### config.mk
export PLATFORM = sky130hd
export DESIGN_NAME = trained_peak_detector
export DESIGN_NICKNAME = d
export VERILOG_FILES = /design/src/hdl/tpd_pkg.sv /design/src/hdl/tpd_regs.sv /design/src/hdl/trained_peak_detector.sv
export VERILOG_INCLUDE_DIRS = /design/src /design/src/hdl
export SDC_FILE = /design/constraint.sdc
export NUM_CORES = 2
export LEC_CHECK = 0
export BUFFER_PORTS_ARGS = -buffer_cell sky130_fd_sc_hd__buf_2
export CORE_MARGIN = 2
export CORE_UTILIZATION = 35
export CTS_CLUSTER_SIZE = 30
export DETAILED_ROUTE_END_ITERATION = 7
export PLACE_DENSITY = 0.59
export REMOVE_ABC_BUFFERS = 1
export SLEW_MARGIN = 20
export SYNTH_ARGS = -nofsm -noshare
export SYNTH_HDL_FRONTEND = slang
export SYNTH_SLANG_ARGS = --single-unit
### constraint.sdc
create_clock -name clk -period 22.4 [get_ports clk]
set_input_delay 2.24 -clock clk [delete_from_list [all_inputs] [get_ports clk]]
set_output_delay 2.24 -clock clk [all_outputs]
set_load 0.01 [all_outputs]
### src/hdl/assert_macros.svh
// Assertion macros used by the top level of the trained peak detector.
`ifndef ASSERT_MACROS_SVH
`define ASSERT_MACROS_SVH
// Check that a condition implies a consequence on the same edge.
`define ASSERT_IMPLY(label, clk, rst_n, ante, cons) \
	label: assert property (@(posedge clk) disable iff (!rst_n) (ante) |-> (cons)) \
		else $error("assertion failed");
// Check that a condition implies a consequence on the next edge.
`define ASSERT_NEXT(label, clk, rst_n, ante, cons) \
	label: assert property (@(posedge clk) disable iff (!rst_n) (ante) |=> (cons)) \
		else $error("assertion failed");
`endif

### src/hdl/tpd_pkg.sv
// Package with the types and constants of the trained peak detector.
`default_nettype none
package tpd_pkg;
	localparam int NumBins = 20;
	localparam int SW = 16;
	localparam int TW = 16;
	localparam int BinW = 5;
	localparam int IdxW = 5;

	typedef enum logic [1:0] {
		PH_PEAK   = 2'd0,
		PH_HEIGHT = 2'd1,
		PH_NOISE  = 2'd2,
		PH_DETECT = 2'd3
	} phase_t;

	typedef enum logic [1:0] {
		EV_NONE  = 2'd0,
		EV_START = 2'd1,
		EV_PEAK  = 2'd2,
		EV_END   = 2'd3
	} event_t;

	typedef enum logic [2:0] {
		REG_TRAIN  = 3'd0,
		REG_HEIGHT = 3'd1,
		REG_NOISE  = 3'd2,
		REG_DETECT = 3'd3,
		REG_REFR   = 3'd4,
		REG_GUARD  = 3'd5,
		REG_GAP    = 3'd6
	} reg_idx_t;

	typedef struct packed {
		logic          train_en;
		logic [TW-1:0] height_start;
		logic [TW-1:0] noise_start;
		logic [TW-1:0] detect_start;
		logic [TW-1:0] refr;
		logic [TW-1:0] guard;
		logic [TW-1:0] gap;
	} cfg_t;
endpackage
`default_nettype wire

### src/hdl/tpd_regs.sv
// APB configuration registers of the trained peak detector.
`default_nettype none
module tpd_regs (
	input  wire logic        clk,
	input  wire logic        arst_n,
	input  wire logic        psel,
	input  wire logic        penable,
	input  wire logic        pwrite,
	input  wire logic [4:0]  paddr,
	input  wire logic [31:0] pwdata,
	output logic [31:0]      prdata,
	output logic             pready,
	output tpd_pkg::cfg_t    cfg
);
	tpd_pkg::cfg_t cfg_q;
	logic [2:0] idx;

	assign idx = paddr[4:2];
	assign pready = 1'b1;
	assign cfg = cfg_q;

	always_ff @(posedge clk or negedge arst_n) begin
		if (!arst_n) begin
			cfg_q.train_en     <= 1'b1;
			cfg_q.height_start <= 16'd5000;
			cfg_q.noise_start  <= 16'd10000;
			cfg_q.detect_start <= 16'd10001;
			cfg_q.refr         <= 16'd600;
			cfg_q.guard        <= 16'd80;
			cfg_q.gap          <= 16'd600;
		end else if (psel && penable && pwrite) begin
			unique case (idx)
				tpd_pkg::REG_TRAIN:  cfg_q.train_en     <= pwdata[0];
				tpd_pkg::REG_HEIGHT: cfg_q.height_start <= pwdata[15:0];
				tpd_pkg::REG_NOISE:  cfg_q.noise_start  <= pwdata[15:0];
				tpd_pkg::REG_DETECT: cfg_q.detect_start <= pwdata[15:0];
				tpd_pkg::REG_REFR:   cfg_q.refr         <= pwdata[15:0];
				tpd_pkg::REG_GUARD:  cfg_q.guard        <= pwdata[15:0];
				tpd_pkg::REG_GAP:    cfg_q.gap          <= pwdata[15:0];
				default: ;
			endcase
		end
	end

	always_comb begin
		prdata = '0;
		unique case (idx)
			tpd_pkg::REG_TRAIN:  prdata = {31'd0, cfg_q.train_en};
			tpd_pkg::REG_HEIGHT: prdata = {16'd0, cfg_q.height_start};
			tpd_pkg::REG_NOISE:  prdata = {16'd0, cfg_q.noise_start};
			tpd_pkg::REG_DETECT: prdata = {16'd0, cfg_q.detect_start};
			tpd_pkg::REG_REFR:   prdata = {16'd0, cfg_q.refr};
			tpd_pkg::REG_GUARD:  prdata = {16'd0, cfg_q.guard};
			tpd_pkg::REG_GAP:    prdata = {16'd0, cfg_q.gap};
			default:             prdata = '0;
		endcase
	end
endmodule
`default_nettype wire

### src/hdl/trained_peak_detector.sv
// Top level of the trained peak detector: handshake, sequencer and the shared bin walk.
`default_nettype none
`include "assert_macros.svh"
// The trained peak detector takes one signed 16-bit sample per stream transaction and returns
// exactly one result transaction per sample. A wrapping tick counter selects the phase: peak
// learning, height histogram learning, noise learning and detection; with training disabled
// the block detects from the first sample. Samples in the peak and noise phases and in
// detection are worked on in the cycle after acceptance and then pass through the holding
// register to the output register. Height-learning samples walk the 21-entry histogram
// with one shared compare-and-increment unit, one bin per cycle, then walk the 20 bin pairs
// backward for the threshold choice, one pair per cycle, and finish the threshold in the
// execute state. A finished result waits in a holding register while the output register
// still holds an earlier transaction that has not been taken, and input is not ready while
// a sample is in work or its result waits there. The bin step (max/2 - max/4)/20 comes from
// a reciprocal multiplication, bin heights are built by repeated addition of the step
// through the walk, and the threshold sum is halved with a shift. Configuration writes go to
// registers through the APB port at byte addresses 4*i; they are meant to be written while
// the block is idle.
module trained_peak_detector (
	input  wire logic        clk,
	input  wire logic        arst_n,
	input  wire logic        s_tvalid,
	output logic             s_tready,
	input  wire logic [15:0] s_tdata,   // [15:0] sample
	output logic             m_tvalid,
	input  wire logic        m_tready,
	output logic [39:0]      m_tdata,   // [1:0] phase, [3:2] event_res, [4] healthy,
	                                    // [5] health_changed, [21:6] threshold,
	                                    // [37:22] noise_level, [39:38] zero
	input  wire logic        psel,
	input  wire logic        penable,
	input  wire logic        pwrite,
	input  wire logic [4:0]  paddr,
	input  wire logic [31:0] pwdata,
	output logic [31:0]      prdata,
	output logic             pready
);
	localparam int NB = tpd_pkg::NumBins;

	typedef enum logic [4:0] {
		ST_IDLE  = 5'b00001,
		ST_EXEC  = 5'b00010,
		ST_HIST  = 5'b00100,
		ST_THR   = 5'b01000,
		ST_OUT   = 5'b10000
	} state_t;

	tpd_pkg::cfg_t cfg;
	state_t state_q;

	tpd_regs u_regs (
		.clk(clk), .arst_n(arst_n), .psel(psel), .penable(penable), .pwrite(pwrite),
		.paddr(paddr), .pwdata(pwdata), .prdata(prdata), .pready(pready), .cfg(cfg)
	);

	// Detector state.
	logic [15:0] tick_q, last_peak_q;
	logic        done_q, invert_q, falling_q, seek_pk_q, seek_end_q, healthy_q;
	logic signed [15:0] max_q, prev_q, upper_q, lower_q, thr_q, noise_q, s_q;
	tpd_pkg::phase_t phase_q;
	logic [15:0] hist_q [NB+1];

	// Walk state.
	logic [tpd_pkg::IdxW-1:0] k_q;
	logic signed [17:0] th_q;
	logic        hit_q, upfound_q, cnt_q;
	logic signed [15:0] step_q, up_new_q, lo_new_q;
	logic        lo_found_q;

	// Holding register and output register.
	logic [39:0] res_q;
	logic [39:0] out_q;
	logic        ovalid_q;

	assign s_tready = (state_q == ST_IDLE);
	assign m_tvalid = ovalid_q;
	assign m_tdata  = out_q;

	// Input after inversion with saturation.
	logic signed [15:0] s_in, s_inv;
	assign s_in = s_tdata;
	assign s_inv = invert_q ? ((s_in == 16'sh8000) ? 16'sh7FFF : -s_in) : s_in;

	function automatic logic signed [15:0] mag(input logic signed [15:0] x);
		if (x == 16'sh8000) return 16'sh7FFF;
		return (x < 0) ? -x : x;
	endfunction

	// Phase selection with the old count.
	tpd_pkg::phase_t ph_next;
	logic            done_next;
	always_comb begin
		ph_next = phase_q;
		done_next = done_q;
		if (cfg.train_en && !done_q) begin
			if (tick_q == cfg.detect_start) begin
				ph_next = tpd_pkg::PH_DETECT; done_next = 1'b1;
			end else if (tick_q == cfg.noise_start) ph_next = tpd_pkg::PH_NOISE;
			else if (tick_q == cfg.height_start) ph_next = tpd_pkg::PH_HEIGHT;
			else if (tick_q == 16'd0) ph_next = tpd_pkg::PH_PEAK;
		end else begin
			ph_next = tpd_pkg::PH_DETECT;
		end
	end

	// Detection arithmetic on the registered sample.
	logic signed [15:0] a_s;
	logic [15:0] el0, el1, lp_new;
	logic        sp_n, se_n, h_n;
	tpd_pkg::event_t ev_n;
	assign a_s = mag(s_q);
	assign el0 = tick_q - last_peak_q;
	always_comb begin
		sp_n = seek_pk_q; se_n = seek_end_q; lp_new = last_peak_q; ev_n = tpd_pkg::EV_NONE;
		if (a_s < thr_q && a_s > noise_q && el0 > cfg.refr && !seek_end_q && !seek_pk_q) begin
			sp_n = 1'b1; ev_n = tpd_pkg::EV_START;
		end else if (s_q > thr_q && seek_pk_q && !seek_end_q) begin
			lp_new = tick_q; se_n = 1'b1; sp_n = 1'b0; ev_n = tpd_pkg::EV_PEAK;
		end else if (a_s < noise_q && el0 > cfg.guard && seek_end_q && !seek_pk_q) begin
			se_n = 1'b0; ev_n = tpd_pkg::EV_END;
		end
		el1 = tick_q - lp_new;
		h_n = el1 > cfg.gap;
	end

	// Height phase: bin quantities; lo and step from max.
	// The difference max/2 - max/4 never exceeds 8192, and multiplying by 3277 and
	// dropping 16 bits gives the exact floor of a division by 20 up to 16383.
	logic signed [15:0] lo_c, half_c;
	logic signed [15:0] step_c;
	logic [15:0] diff_c;
	logic [27:0] step_prod;
	assign lo_c = max_q >>> 2;
	assign half_c = max_q >>> 1;
	assign diff_c = 16'(half_c - lo_c);
	assign step_prod = 28'(diff_c) * 28'd3277;
	assign step_c = 16'(step_prod >> 16);

	// A falling edge after a peak above the lowest bin is counted into the histogram.
	logic hit_c;
	assign hit_c = (s_inv < prev_q) && (prev_q > lo_c) && !falling_q;

	logic [15:0] hk, hk1;
	assign hk  = hist_q[k_q];
	assign hk1 = hist_q[k_q + 5'd1];

	function automatic logic [39:0] pack(input tpd_pkg::phase_t p, input tpd_pkg::event_t e,
			input logic h, input logic c, input logic [15:0] t, input logic [15:0] n);
		return {2'b00, n, t, c, h, e, p};
	endfunction

	logic signed [16:0] sum_c;
	logic signed [15:0] up_f, lo_f;
	assign up_f = upfound_q ? up_new_q : upper_q;
	assign lo_f = lo_found_q ? lo_new_q : lower_q;
	assign sum_c = 17'(up_f) + 17'(lo_f);

	always_ff @(posedge clk or negedge arst_n) begin
		if (!arst_n) begin
			state_q <= ST_IDLE; tick_q <= '0; last_peak_q <= '0; done_q <= 1'b0;
			invert_q <= 1'b0; falling_q <= 1'b0; seek_pk_q <= 1'b0; seek_end_q <= 1'b0;
			healthy_q <= 1'b1; max_q <= '0; prev_q <= '0; upper_q <= '0; lower_q <= '0;
			thr_q <= '0; noise_q <= '0; phase_q <= tpd_pkg::PH_PEAK; ovalid_q <= 1'b0;
			for (int i = 0; i <= NB; i++) hist_q[i] <= '0;
			k_q <= '0; hit_q <= 1'b0; upfound_q <= 1'b0; lo_found_q <= 1'b0; cnt_q <= 1'b0;
		end else begin
			// The output register takes the held result once it is free or being taken.
			if (state_q == ST_OUT && (!ovalid_q || m_tready)) ovalid_q <= 1'b1;
			else if (m_tready) ovalid_q <= 1'b0;
			unique case (state_q)
				ST_IDLE: if (s_tvalid) begin
					phase_q <= ph_next; done_q <= done_next;
					tick_q <= tick_q + 16'd1;
					s_q <= s_inv;
					state_q <= (ph_next == tpd_pkg::PH_HEIGHT) ? ST_HIST : ST_EXEC;
					k_q <= '0; step_q <= step_c; th_q <= 18'(lo_c);
					cnt_q <= hit_c;
					hit_q <= hit_c;
				end
				ST_EXEC: begin
					if (phase_q == tpd_pkg::PH_PEAK) begin
						if (mag(s_q) > max_q) begin
							if (s_q < 0) invert_q <= 1'b1;
							max_q <= mag(s_q);
						end
						res_q <= pack(phase_q, tpd_pkg::EV_NONE, healthy_q, 1'b0, thr_q, noise_q);
					end else if (phase_q == tpd_pkg::PH_NOISE) begin
						if (s_q < lower_q && s_q > noise_q) noise_q <= s_q;
						res_q <= pack(phase_q, tpd_pkg::EV_NONE, healthy_q, 1'b0, thr_q,
							(s_q < lower_q && s_q > noise_q) ? s_q : noise_q);
					end else if (phase_q == tpd_pkg::PH_HEIGHT) begin
						// Finish the threshold after the last pair was examined.
						upper_q <= up_f;
						lower_q <= (upfound_q && lo_found_q) ? lo_new_q : lower_q;
						thr_q <= (sum_c > 0) ? 16'(sum_c >>> 1) : 16'sd0;
						res_q <= pack(phase_q, tpd_pkg::EV_NONE, healthy_q, 1'b0,
							(sum_c > 0) ? 16'(sum_c >>> 1) : 16'sd0, noise_q);
					end else begin
						seek_pk_q <= sp_n; seek_end_q <= se_n; last_peak_q <= lp_new;
						healthy_q <= h_n;
						res_q <= pack(phase_q, ev_n, h_n, h_n != healthy_q, thr_q, noise_q);
					end
					state_q <= ST_OUT;
				end
				ST_HIST: begin
					// One bin per cycle; for a counted hit bin 0 counts always, bin k if prev > lo + k*step.
					if (cnt_q) begin
						if ((k_q == '0 || 18'(prev_q) > th_q) && hist_q[k_q] != 16'hFFFF)
							hist_q[k_q] <= hist_q[k_q] + 16'd1;
						if (k_q != '0 && !(18'(prev_q) > th_q)) cnt_q <= 1'b0;
					end
					if (k_q == 5'(NB)) begin
						// th_q already holds lo + NB*step, the height of the top pair.
						if (hit_q) falling_q <= 1'b1;
						else if (falling_q && s_q > prev_q) falling_q <= 1'b0;
						prev_q <= s_q;
						k_q <= 5'(NB - 1);
						hit_q <= 1'b0; upfound_q <= 1'b0; lo_found_q <= 1'b0;
						state_q <= ST_THR;
					end else begin
						th_q <= th_q + 18'(step_q);
						k_q <= k_q + 5'd1;
					end
				end
				ST_THR: begin
					// Backward walk over bin pairs; th_q holds the height of pair k.
					if (!upfound_q) begin
						if (hk == hk1) begin
							upfound_q <= 1'b1; up_new_q <= 16'(th_q);
						end
					end else if (!lo_found_q) begin
						if (hk != hk1) begin
							lo_found_q <= 1'b1; lo_new_q <= 16'(th_q);
						end
					end
					th_q <= th_q - 18'(step_q);
					if (k_q == '0) state_q <= ST_EXEC;
					else k_q <= k_q - 5'd1;
				end
				ST_OUT: begin
					if (!ovalid_q || m_tready) begin
						out_q <= res_q;
						state_q <= ST_IDLE;
					end
				end
				default: state_q <= ST_IDLE;
			endcase
		end
	end

	// Lower height only changes when an upper one was found.
	logic lo_valid;
	assign lo_valid = upfound_q && lo_found_q;

	`ASSERT_NEXT(a_out_stable, clk, arst_n, m_tvalid && !m_tready, m_tvalid && $stable(m_tdata))
	`ASSERT_NEXT(a_accept_busy, clk, arst_n, s_tvalid && s_tready, !s_tready)
	`ASSERT_IMPLY(a_seek_excl, clk, arst_n, 1'b1, !(seek_pk_q && seek_end_q))
	`ASSERT_IMPLY(a_lo_needs_up, clk, arst_n, lo_valid, upfound_q)
endmodule
`default_nettype wire
Yosys cells after proc, flatten, opt, wreduce, memory -nomap -nowiden
Index checks and enable logic that the tools add are counted.

word-level totals
  register bits = 742
  bits of input ports = 60
  logic and storage cells = 283
  output and inout port bits = 75

operators by class
  $mul = 1
  mux-type cells = 76
  magnitude comparators = 19
  equality and inequality tests = 31
  bitwise operators = 8
  add/sub/neg operators = 12
  reductions and logical operators = 76

operators by type and width
  kind                    number
  $bwmux 336              1
  $mux 16                 20
  $bmux 16 s5             2
  $gt 16x16->1            8
  $pmux 16 s7             1
  $demux 16 s5            1
  $mux 38                 2
  $eq 16x16->1            4
  $lt 16x16->1            4
  $pmux 18 s3             1
  $mux 18                 2
  $mux 5                  7
  $add 16x1->16 const B   2
  $eq 16x16->1 const B    2
  $neg 16->16             2
  $sub 16x16->16          2
  $mul 16x12->28 const B  1
  $reduce_and 4->1        7
  $reduce_and 3->1        9
  $pmux 5 s5              1
  $reduce_and 2->1        12
  $mux 1                  23
  $mux 22                 1
  $logic_and 1x1->1       21
  other kinds (47)        87

Depth between registers and ports, before layout
  depth in word-level cells = 15
  mapped depth = 34
  mapped depth without buffers = 32

Hierarchy
Synthesis repeated with hierarchy kept, for this count alone.

second synthesis, totals
  cell total of the unflattened synthesis = 4176
  area total of the unflattened synthesis = 48421.4 sq um

modules (own cells, without submodules)
  module                 sequential area each (sq um)  cells an instance  instances  area each (sq um)
  trained_peak_detector  16813.6                       3833               1          43711.9
  tpd_regs               2461.1                        343                1          4709.5

Least setup slack after synthesis
Ideal clock, no wire load.

  path type = register to register
  start point = reg max_q[2]
  end point = reg step_q[11] (data pin)
  arrival time = 6.947 ns
  path slack = 15.193 ns
  stages on the path, launching flop included = 27
  path through = dfrtp_1 > ha_1 > inv_1 > fa_1 > a21o_1 > a21oi_1 > o21ai_0 > a21oi_1 > o21ai_0 > a21oi_1 > o21bai_1 > a21oi_1 > xnor2_1 > ha_1 > fa_1 > fa_1 > fa_1 > fa_1 > ha_1 > and3_1 > a21o_1 > o41ai_1 > o21ai_0 > o41ai_1 > o21bai_1 > a21oi_1 > xnor2_1

between the ends
  word-level cells in the longest chain between the ends = 2

RTL lines
  item                      line                          RTL
  start: declaration        trained_peak_detector.sv:59   logic signed [15:0] max_q, prev_q, upper_q, lower_q, thr_q, noise_q, s_q;
  start signal: assignment  trained_peak_detector.sv:184  max_q <= mag(s_q);
  $sub 15x14->16            trained_peak_detector.sv:135  assign diff_c = 16'(half_c - lo_c);
  $mul 16x12->28            trained_peak_detector.sv:136  assign step_prod = 28'(diff_c) * 28'd3277;
  net step_prod[27]         trained_peak_detector.sv:132  logic [27:0] step_prod;
  end signal: assignment    trained_peak_detector.sv:176  k_q <= '0; step_q <= step_c; th_q <= 18'(lo_c);
  end: declaration          trained_peak_detector.sv:67   logic signed [15:0] step_q, up_new_q, lo_new_q;

The timed path passes the listed nets, and every way through them passes these cells.
A chain may end at the register's enable or synchronous reset.

Worst setup path in the final report
Same ends and word-level chain as after synthesis.

==> impl_results.md <==
* Status: complete, no violations
* Post_cts resized at 0
* # clock sinks at ~740
* Fraction of registers with async set or reset after synthesis at 0.7913
* Largest net degree at the start of global routing at 176
* Count leader, synth: dfrtp_1
* Buffers on Ports at 97
* HP Class: register to register
* Antenna-violating nets left at 0
* Hold buffers post-CTS at 0
* 1st-iter DRT viols at about 2,100
* Synth warn at 0
* Die Width at about 380 um
* CP Buf/Inv Count at 0
* RSZ-0062 raised after global routing: false
* Slew HR at 0.2358
* Most frequent CP cell: o21ai_0
* Post-synth top flop: dfrtp_1
* CTS H-tree depth at 3
* Fin crit share at 0.3699
* DRC errors left at 0
* Post-synthesis simple-gate area fraction at 0.09504
* Average size of a mapped cell at between 10 and 15 um2
* Reg area at 19,290 um2
* Maxcap violations at 0
* Post-route minimum period at between 8000 and 9000 ps
* Critical path required time at 22,820 ps
* Top cells by instance count after synthesis: dfrtp_1, ha_1, nand2_1, o21ai_0, inv_1
* Post-synth top area share at 0.2860
* Least-Margin Pin Slew at 1136 ps
* First-pass GRT wire length at 198.2 mm
* Die area at ~140,000 um2
* Setup TNS at 0 ps
* Max Fclk at about 120 MHz
* Top Family by Delay on Critical Path: compound AO/OA/AOI/OAI gates
* Root buf cell: clkbuf_16
* Post-Synth Adder-Cell Area at 0.1288
* CTS tree: yes
* WL per Instance at a little over 20 um
* Gate Count Post-Synth at 4,211
* Clk buf depth at 3
* DPL Wire Length at 87.77 mm
* CP Max Fanout at 7
* Die Span Y at between 300 and 400 um
* Total core area at approximately 140,000 um2
* Slowest-stage cell, CP: o41ai_1
* GRT Resource Usage Total at 0.1796
* RePlAce Congestion at 0.8982
* CP peak stage delay at ~670 ps
* Final hold slack at roughly 420 ps
* Total CTS buffers at between 80 and 90
* CP endpoint kind: register
* Via-per-instance ratio at 5.373
* Xor and xnor area share after synthesis at 0.03372
* Mux share of post-synthesis cell area at 0.2060
* PnR worst setup slack at roughly 14,000 ps
* Vias at ~33,000
* WP data arrival at between 8000 and 9000 ps
* DR pass1 iterations at 5
* Final core occ at 0.3902
* EDFF count, synth at ~150
* Seq/Total Area, Yosys at 0.3969
* Buffers inserted by post-CTS timing repair at 0
* Layout cells sized above 1 at 0.2054
* Synth Cell Area at slightly below 50,000 um2
* Site Rows at roughly 140
* IO Count at between 100 and 150
* Fin. max-slew vios at 0
* Vias in the first global route at between 30,000 and 40,000
* CP Class: register to register
* Final hold violation count at 0
* Area Overhead vs Synth at 10.60%
* Total wire length at between 100 and 150 mm
* Remaining global-route overflow at 0
* Nets at 4,767
* Compound-Gate Fraction of Synth Area at 0.09208
* Initial Util at 0.3528
* Largest family of logic cells by synthesized area: multiplexers
* Register bit total from synthesis at around 740
* Reg clk slew, reported paths at 60 ps
* Synth area leaders: dfrtp_1, ha_1, edfxtp_1, mux4_2, mux2_2
* Startpoint Class: register
* Post-synth top area cell: dfrtp_1
* Multi-input combinational cell area at 27,160 um2
* FILL cells at around 13,000
* Number of distinct library cells after synthesis at 94
* Initial antenna violation count at 17
* Dpl ws at 14,040 ps
* Worst skew pair latency at 700 ps
* Setup violators final at 0
* Final setup skew at roughly 50 ps
-- logic make-up after synthesis --
group	after synthesis
muxes	687
buffers and inverters	499
adders and majority gates	462
xor gates and xnor gates	187
other	2
DFF	738
AOI/OAI and AO/OA	733
and+or+nand+nor	903
-- cells in the final DEF, fill, tap and decap left out, types with 15 or more instances in the layout --
master,instances
nand2b_1,28
buf_2,96
dfstp_2,29
mux4_2,167
mux2_2,236
dfrtp_1,549
o22ai_1,21
nor4_1,24
edfxtp_1,154
o21a_1,47
mux2i_1,35
conb_1,19
nor2_1,146
fa_1,63
mux2_1,164
clkbuf_16,88
nor2b_1,51
a221oi_1,15
ha_1,398
nor3_1,27
nand4_1,54
nand3_1,57
nand2_1,359
or3_1,20
a22oi_1,17
mux2_4,75
a21o_1,53
inv_1,261
buf_4,69
a21oi_1,142
and3_1,45
o31ai_1,16
nand3_4,17
xor2_1,73
xnor2_1,108
o21ai_0,292
-- stage by stage --
stage / cell area (um2) / cells
6_report: 53710 / 6115
2_1_floorplan: 47310 / 3991
5_1_grt: 53710 / 6112
4_1_cts: 53680 / 6107
3_5_place_dp: 50700 / 5952
3_3_place_gp: 50700 / 5952
-- flip-flops by register name, summed over array words and instances, names as in the netlist, 18 cells and up --
| name | cells |
|---|---|
| th_q | 18 |
| res_q | 38 |
| m_tdata | 38 |
| u_regs.cfg | 97 |
| hist_q | 336 |
-- path summary, 6_finish.rpt --
path,start,slack [ps],end,cells after the start
min in group asynchronous,arst_n,1530,u_regs.cfg[91],1
min,res_q[8],420,m_tdata[8],0
max in group asynchronous,arst_n,17900,hist_q[132],4
max,max_q[2],14110,step_q[11],25
max reg2reg,max_q[2],14110,step_q[11],25
min reg2reg,res_q[8],420,m_tdata[8],0
-- area by class of cell --
class / instances / area share
antenna: 8 / 0.0003727
clock buffer: 112 / 0.04510
clock inverter: 43 / 0.01048
inverter: 262 / 0.01831
multi-input combinational: 2991 / 0.5056
sequential: 738 / 0.3591
tap: 1794 / 0.04179
timing repair buffer: 167 / 0.01924
-- per-layer routing --
| metal | vias up | track usage | part of all wire |
|---|---|---|---|
| met5 | - | 0 | 0 |
| met2 | 756 | 0.2940 | 0.48 |
| met3 | 224 | 0.02683 | 0.044 |
| met4 | 0 | 0.05691 | 0.031 |
| met1 | 16490 | 0.2444 | 0.45 |
| li1 | 15380 | - | - |
-- worst reg2reg max path: cells and delay by family (launching register included) --
| family | cells | cell delay [ps] |
|---|---|---|
| compound gates | 13 | 3290 |
| flops | 1 | 510 |
| xor+xnor | 2 | 590 |
| fa+ha+maj | 7 | 3160 |
| simple gates | 3 | 480 |
Power is left out: the tool's default activity adds up to more than one toggle a clock period on the data nets, which glitch-free logic cannot reach.
